$ cat config.mk
export PLATFORM = sky130hd
export DESIGN_NAME = hmkv_ram
export DESIGN_NICKNAME = d
export VERILOG_FILES = /design/src/rtl/core/hmkv_ram.sv
export SDC_FILE = /design/constraint.sdc
export NUM_CORES = 2
export LEC_CHECK = 0
export BUFFER_PORTS_ARGS = -buffer_cell sky130_fd_sc_hd__buf_2
export CAP_MARGIN = 20
export CORE_MARGIN = 2
export CORE_UTILIZATION = 40
export DETAILED_ROUTE_END_ITERATION = 6
export PLACE_DENSITY_LB_ADDON = 0.15
export SYNTH_ARGS = -nofsm -noshare
export SYNTH_HDL_FRONTEND = slang
export SYNTH_SLANG_ARGS = --single-unit
$ cat constraint.sdc
create_clock -name clk -period 9.84 [get_ports clk]
set_input_delay 1.476 -clock clk [delete_from_list [all_inputs] [get_ports clk]]
set_output_delay 1.476 -clock clk [all_outputs]
set_load 0.05 [all_outputs]
$ cat src/rtl/core/hmkv_ram.sv
// ----------------------------------------------------------------------------
// Simple dual-port RAM
// One write port and one read port, with the read data registered.
// ----------------------------------------------------------------------------
`default_nettype none

module hmkv_ram #(
  parameter int unsigned WIDTH = 32,
  parameter int unsigned DEPTH = 64,
  localparam int unsigned AW = (DEPTH > 1) ? $clog2(DEPTH) : 1
) (
  input  wire logic             clk,
  input  wire logic             we,
  input  wire logic [AW-1:0]    waddr,
  input  wire logic [WIDTH-1:0] wdata,
  input  wire logic [AW-1:0]    raddr,
  output logic      [WIDTH-1:0] rdata
);

  logic [WIDTH-1:0] mem [DEPTH];

  // Write port.
  always_ff @(posedge clk) begin
    if (we) begin
      mem[waddr] <= wdata;
    end
  end

  // Registered read port.
  always_ff @(posedge clk) begin
    rdata <= mem[raddr];
  end

endmodule

`default_nettype wire

==> metrics.txt <==
# TYPE chip_impl_metric gauge
chip_impl_metric{name="gp_congestion",unit=""} 0.7500
chip_impl_info{name="crit_family",value="buffers and inverters"} 1
chip_impl_metric{name="maxSlewViolCount",unit=""} 0
chip_impl_info{name="rsz0062_at_grt",value="false"} 1
chip_impl_metric{name="critPathMaxFanout",unit=""} 101
chip_impl_metric{name="yosysSeqAreaShare",unit=""} 0.7914
chip_impl_info{name="worstSetupPathType",value="primary input to register"} 1
chip_impl_metric{name="area.growth.synth_to_final",unit="%"} 14.51
chip_impl_metric{name="pwr-share-seq",unit=""} 0.530
chip_impl_metric{name="cp_num_buf_inv",unit=""} 3
chip_impl_metric{name="drt-total-wl",unit="microns"} 213300
chip_impl_metric{name="drv_cap",unit=""} 0
chip_impl_metric{name="intPower",unit="W"} 0.01456
chip_impl_info{name="synth.area.top_cells",value="sky130_fd_sc_hd__edfxtp_1, sky130_fd_sc_hd__mux4_2, sky130_fd_sc_hd__mux2i_1"} 1
chip_impl_metric{name="worst_ep_arrival_time",unit="ns"} 4.93
chip_impl_metric{name="number_of_global_route_vias_before_repair",unit=""} 37260
chip_impl_metric{name="antenna_found_initial",unit=""} 21
chip_impl_metric{name="clockBufferDepth",unit=""} 3
chip_impl_metric{name="post-synth-top-area-fraction",unit=""} 0.7833
chip_impl_metric{name="timing.final.crit_share",unit=""} 0.4286
chip_impl_metric{name="postSynth.asyncResetShare",unit=""} 0
chip_impl_info{name="run_status",value="complete, no violations"} 1
chip_impl_metric{name="placement.setup.worst_slack",unit="ns"} 4.642
chip_impl_metric{name="final-hold-violation-count",unit=""} 0
chip_impl_metric{name="setup_slack",unit="ns"} 5.622
chip_impl_metric{name="post_dp_cell_area",unit="sq mm"} 0.08281
chip_impl_metric{name="final_non_filler_cell_area",unit="sq mm"} 0.08991
chip_impl_metric{name="sw_frac_of_total",unit=""} 0.2173
chip_impl_metric{name="max-vdd-ir-drop",unit="mV"} 0.1870
chip_impl_metric{name="power-per-cell-area",unit="mW/mm^2"} 207.0
chip_impl_info{name="cp-start-kind",value="primary input"} 1
chip_impl_metric{name="fillerInstances",unit=""} 16170
chip_impl_metric{name="synth.lib_cells_used.distinct",unit=""} 34
chip_impl_metric{name="final.setup_skew",unit="ns"} 0.03460
chip_impl_metric{name="finalCriticalPeriod",unit="ns"} 4.218
chip_impl_metric{name="syn-mean-instance-area",unit="sq um"} 23.62
chip_impl_metric{name="detail_route.wl_per_cell",unit="microns"} 33.50
chip_impl_metric{name="number_of_synthesized_register_bits",unit=""} 2080
chip_impl_metric{name="drt_drc_violations_left",unit=""} 0
chip_impl_info{name="critPathSlowestCell",value="sky130_fd_sc_hd__or3b_2"} 1
chip_impl_metric{name="clk-insertion-delay-late",unit="ns"} 0.86
chip_impl_info{name="cell_type_contributing_the_most_total_cell_area_after_synthesis",value="sky130_fd_sc_hd__edfxtp_1"} 1
chip_impl_metric{name="max_slew.worst_pin.slew",unit="ns"} 0.9884
chip_impl_metric{name="grt_max_degree",unit=""} 102
chip_impl_metric{name="mapped_nets",unit=""} 3370
chip_impl_metric{name="cts_made_buffers",unit=""} 213
chip_impl_metric{name="required_time_of_the_worst_setup_path",unit="ns"} 10.55
chip_impl_metric{name="gr-total-overflow",unit=""} 0
chip_impl_metric{name="postCtsResizedCells",unit=""} 0
chip_impl_metric{name="achievable_clock_frequency",unit="MHz"} 237.1
chip_impl_metric{name="switching_pwr",unit="W"} 0.004044
chip_impl_metric{name="finalNetCount",unit=""} 3609
chip_impl_metric{name="critical-path-max-stage-delay",unit="ns"} 0.67
chip_impl_metric{name="dr_total_vias",unit=""} 36440
chip_impl_metric{name="chipWidth",unit="microns"} 447.0
chip_impl_info{name="cts_root_buf",value="sky130_fd_sc_hd__clkbuf_16"} 1
chip_impl_metric{name="starting_utilization_of_the_core_area",unit=""} 0.4027
chip_impl_metric{name="power.share.clock",unit=""} 0.419
chip_impl_info{name="tritoncts_clock_tree",value="built"} 1
chip_impl_metric{name="gr-usage-all-layers",unit=""} 0.2150
chip_impl_metric{name="number_of_enable_flip_flop_cells_after_synthesis",unit=""} 2048
chip_impl_metric{name="core.rowCount",unit=""} 162
chip_impl_metric{name="post_detailed_route_via_to_cell_ratio",unit=""} 5.724
chip_impl_metric{name="total_clock_sinks",unit=""} 2080
chip_impl_metric{name="grt_first_pass_wirelength",unit="microns"} 297700
chip_impl_metric{name="synth.cell_area",unit="sq mm"} 0.07852
chip_impl_metric{name="buffer_ports.inserted",unit=""} 77
chip_impl_metric{name="yosysWarnings",unit=""} 0
chip_impl_info{name="postSynth.topFlopCell",value="sky130_fd_sc_hd__edfxtp_1"} 1
chip_impl_metric{name="setup_tns",unit="ns"} 0
chip_impl_metric{name="io-pin-count",unit=""} 78
chip_impl_metric{name="htree_levels",unit=""} 4
chip_impl_metric{name="drive_above_1_share",unit=""} 0.2960
chip_impl_metric{name="combPwrFrac",unit=""} 0.051
chip_impl_metric{name="setup_violations",unit=""} 0
chip_impl_metric{name="design.die.area",unit="sq mm"} 0.1998
chip_impl_info{name="cp_common_cell",value="sky130_fd_sc_hd__a21oi_1"} 1
chip_impl_metric{name="post_cts.repair.setup_buffers",unit=""} 0
chip_impl_metric{name="cell_count_after_synthesis",unit=""} 3324
chip_impl_metric{name="core_footprint",unit="sq mm"} 0.1950
chip_impl_metric{name="slew_headroom",unit=""} 0.3411
chip_impl_info{name="capturing_element_type_of_the_critical_path",value="register"} 1
chip_impl_metric{name="hpwl",unit="microns"} 109500
chip_impl_metric{name="die_h",unit="microns"} 447.0
chip_impl_metric{name="clkTransAtPathRegs",unit="ns"} 0.06
chip_impl_info{name="worst_hold_path_type",value="register to register"} 1
chip_impl_metric{name="leakage_power",unit="nW"} 27.75
chip_impl_metric{name="cts_hold_repair.buffers",unit=""} 0
chip_impl_metric{name="antenna_violating_nets_post_route",unit=""} 0
chip_impl_info{name="timing.critical_path.cells",value="buf_8 > buf_12 > buf_4 > or3b_2 > o221ai_1 > a21oi_1 > a21oi_1 > nor2_1"} 1
chip_impl_metric{name="drt_first_iter_violations",unit=""} 4272
chip_impl_metric{name="drt_pass1_iterations",unit=""} 7
[registers in the layout, summed over array words and instances, names as in the netlist]
signal  count
mem      2048
rdata      32
[power groups by stage]
stage	combinational (W)	clock, W	sequential, W
CTS	0.000958	0.00795	0.00987
detailed placement	0.000957	0	0.0101
floorplan	0.000477	0	0.0101
finish	0.000955	0.00779	0.00986
global route	0.00102	0.00828	0.00986
global placement	0.000946	0	0.0101
[kinds of logic (layout without fill, tap and decap cells)]
group,after synthesis,after routing,synth area share
AO/OA/AOI/OAI,202,202,0.01673
buffers and inverters,182,594,0.01128
flip-flops,2080,2080,0.7914
AND/OR/NAND/NOR,223,223,0.01265
multiplexers,637,637,0.1679
other,0,7,0
[layout make-up]
| cell class | count | area (sq um) | share of cell area |
|---|---|---|---|
| antenna | 7 | 17.52 | 0.0001948 |
| timing repair buffer | 206 | 1805 | 0.02008 |
| sequential | 2080 | 62140 | 0.6911 |
| clock inverter | 109 | 1021 | 0.01136 |
| tap | 2624 | 3283 | 0.03652 |
| multi-input combinational | 1062 | 15970 | 0.1776 |
| clock buffer | 279 | 5672 | 0.06308 |
[final timing paths]
| kind | from | end | slack, ns | cells past startpoint |
|---|---|---|---|---|
| setup / recovery | raddr[1] | rdata[28] | 5.62 | 8 |
| hold / removal | mem[12][4] | rdata[4] | 0.76 | 4 |
| setup reg to reg | mem[1][14] | rdata[14] | 7.54 | 5 |
| hold reg to reg | mem[12][4] | rdata[4] | 0.76 | 4 |
[layout by cell type, fill, tap and decap left out, types with 60 or more instances in the layout]
cell	n
sky130_fd_sc_hd__mux2i_1	93
sky130_fd_sc_hd__o22ai_1	84
sky130_fd_sc_hd__nor2_1	75
sky130_fd_sc_hd__nor2_4	62
sky130_fd_sc_hd__buf_4	97
sky130_fd_sc_hd__a21oi_1	62
sky130_fd_sc_hd__edfxtp_1	2048
sky130_fd_sc_hd__mux4_2	544
sky130_fd_sc_hd__clkbuf_1	60
sky130_fd_sc_hd__buf_2	73
sky130_fd_sc_hd__clkbuf_16	216
[metal layers]
layer | track usage | wire (microns)
met1 | 0.3059 | 91810
met2 | 0.3507 | 104500
met3 | 0.03149 | 12320
met4 | 0.05304 | 4619
met5 | 0 | 11
[stage by stage]
step,power (W),utilization,cells,hold slack (ns)
global route,0.01916,0.4611,6364,0.8201
detailed placement,0.01101,0.4247,5953,0.7442
finish,0.01861,0.4611,6367,0.7558
floorplan,0.01056,-,3324,0.6632
global placement,0.01100,0.4243,5950,0.7279
CTS,0.01878,0.4590,6341,0.7572
[cells in the mapped netlist (all sizes together), types with 5 or more instances]
cell and count:
a21oi 62, a22oi 12, a311oi 8, buf 108, clkbuf 74, dfxtp 32, edfxtp 2048, mux2i 93
mux4 544, nand2 26, nand2b 8, nand3 5, nand3b 5, nor2 137, nor2b 15, nor3 7
o221ai 27, o22ai 84, or3b 5
[worst min-delay path: cells and delay by family, from the launching register on]
kind | cells | cell delay, ns
AND/OR/NAND/NOR | 2 | 0.24
flip-flops | 1 | 0.32
AO/OA/AOI/OAI | 1 | 0.08
multiplexers | 1 | 0.07
No activity file was read; power rests on OpenSTA's default activity.
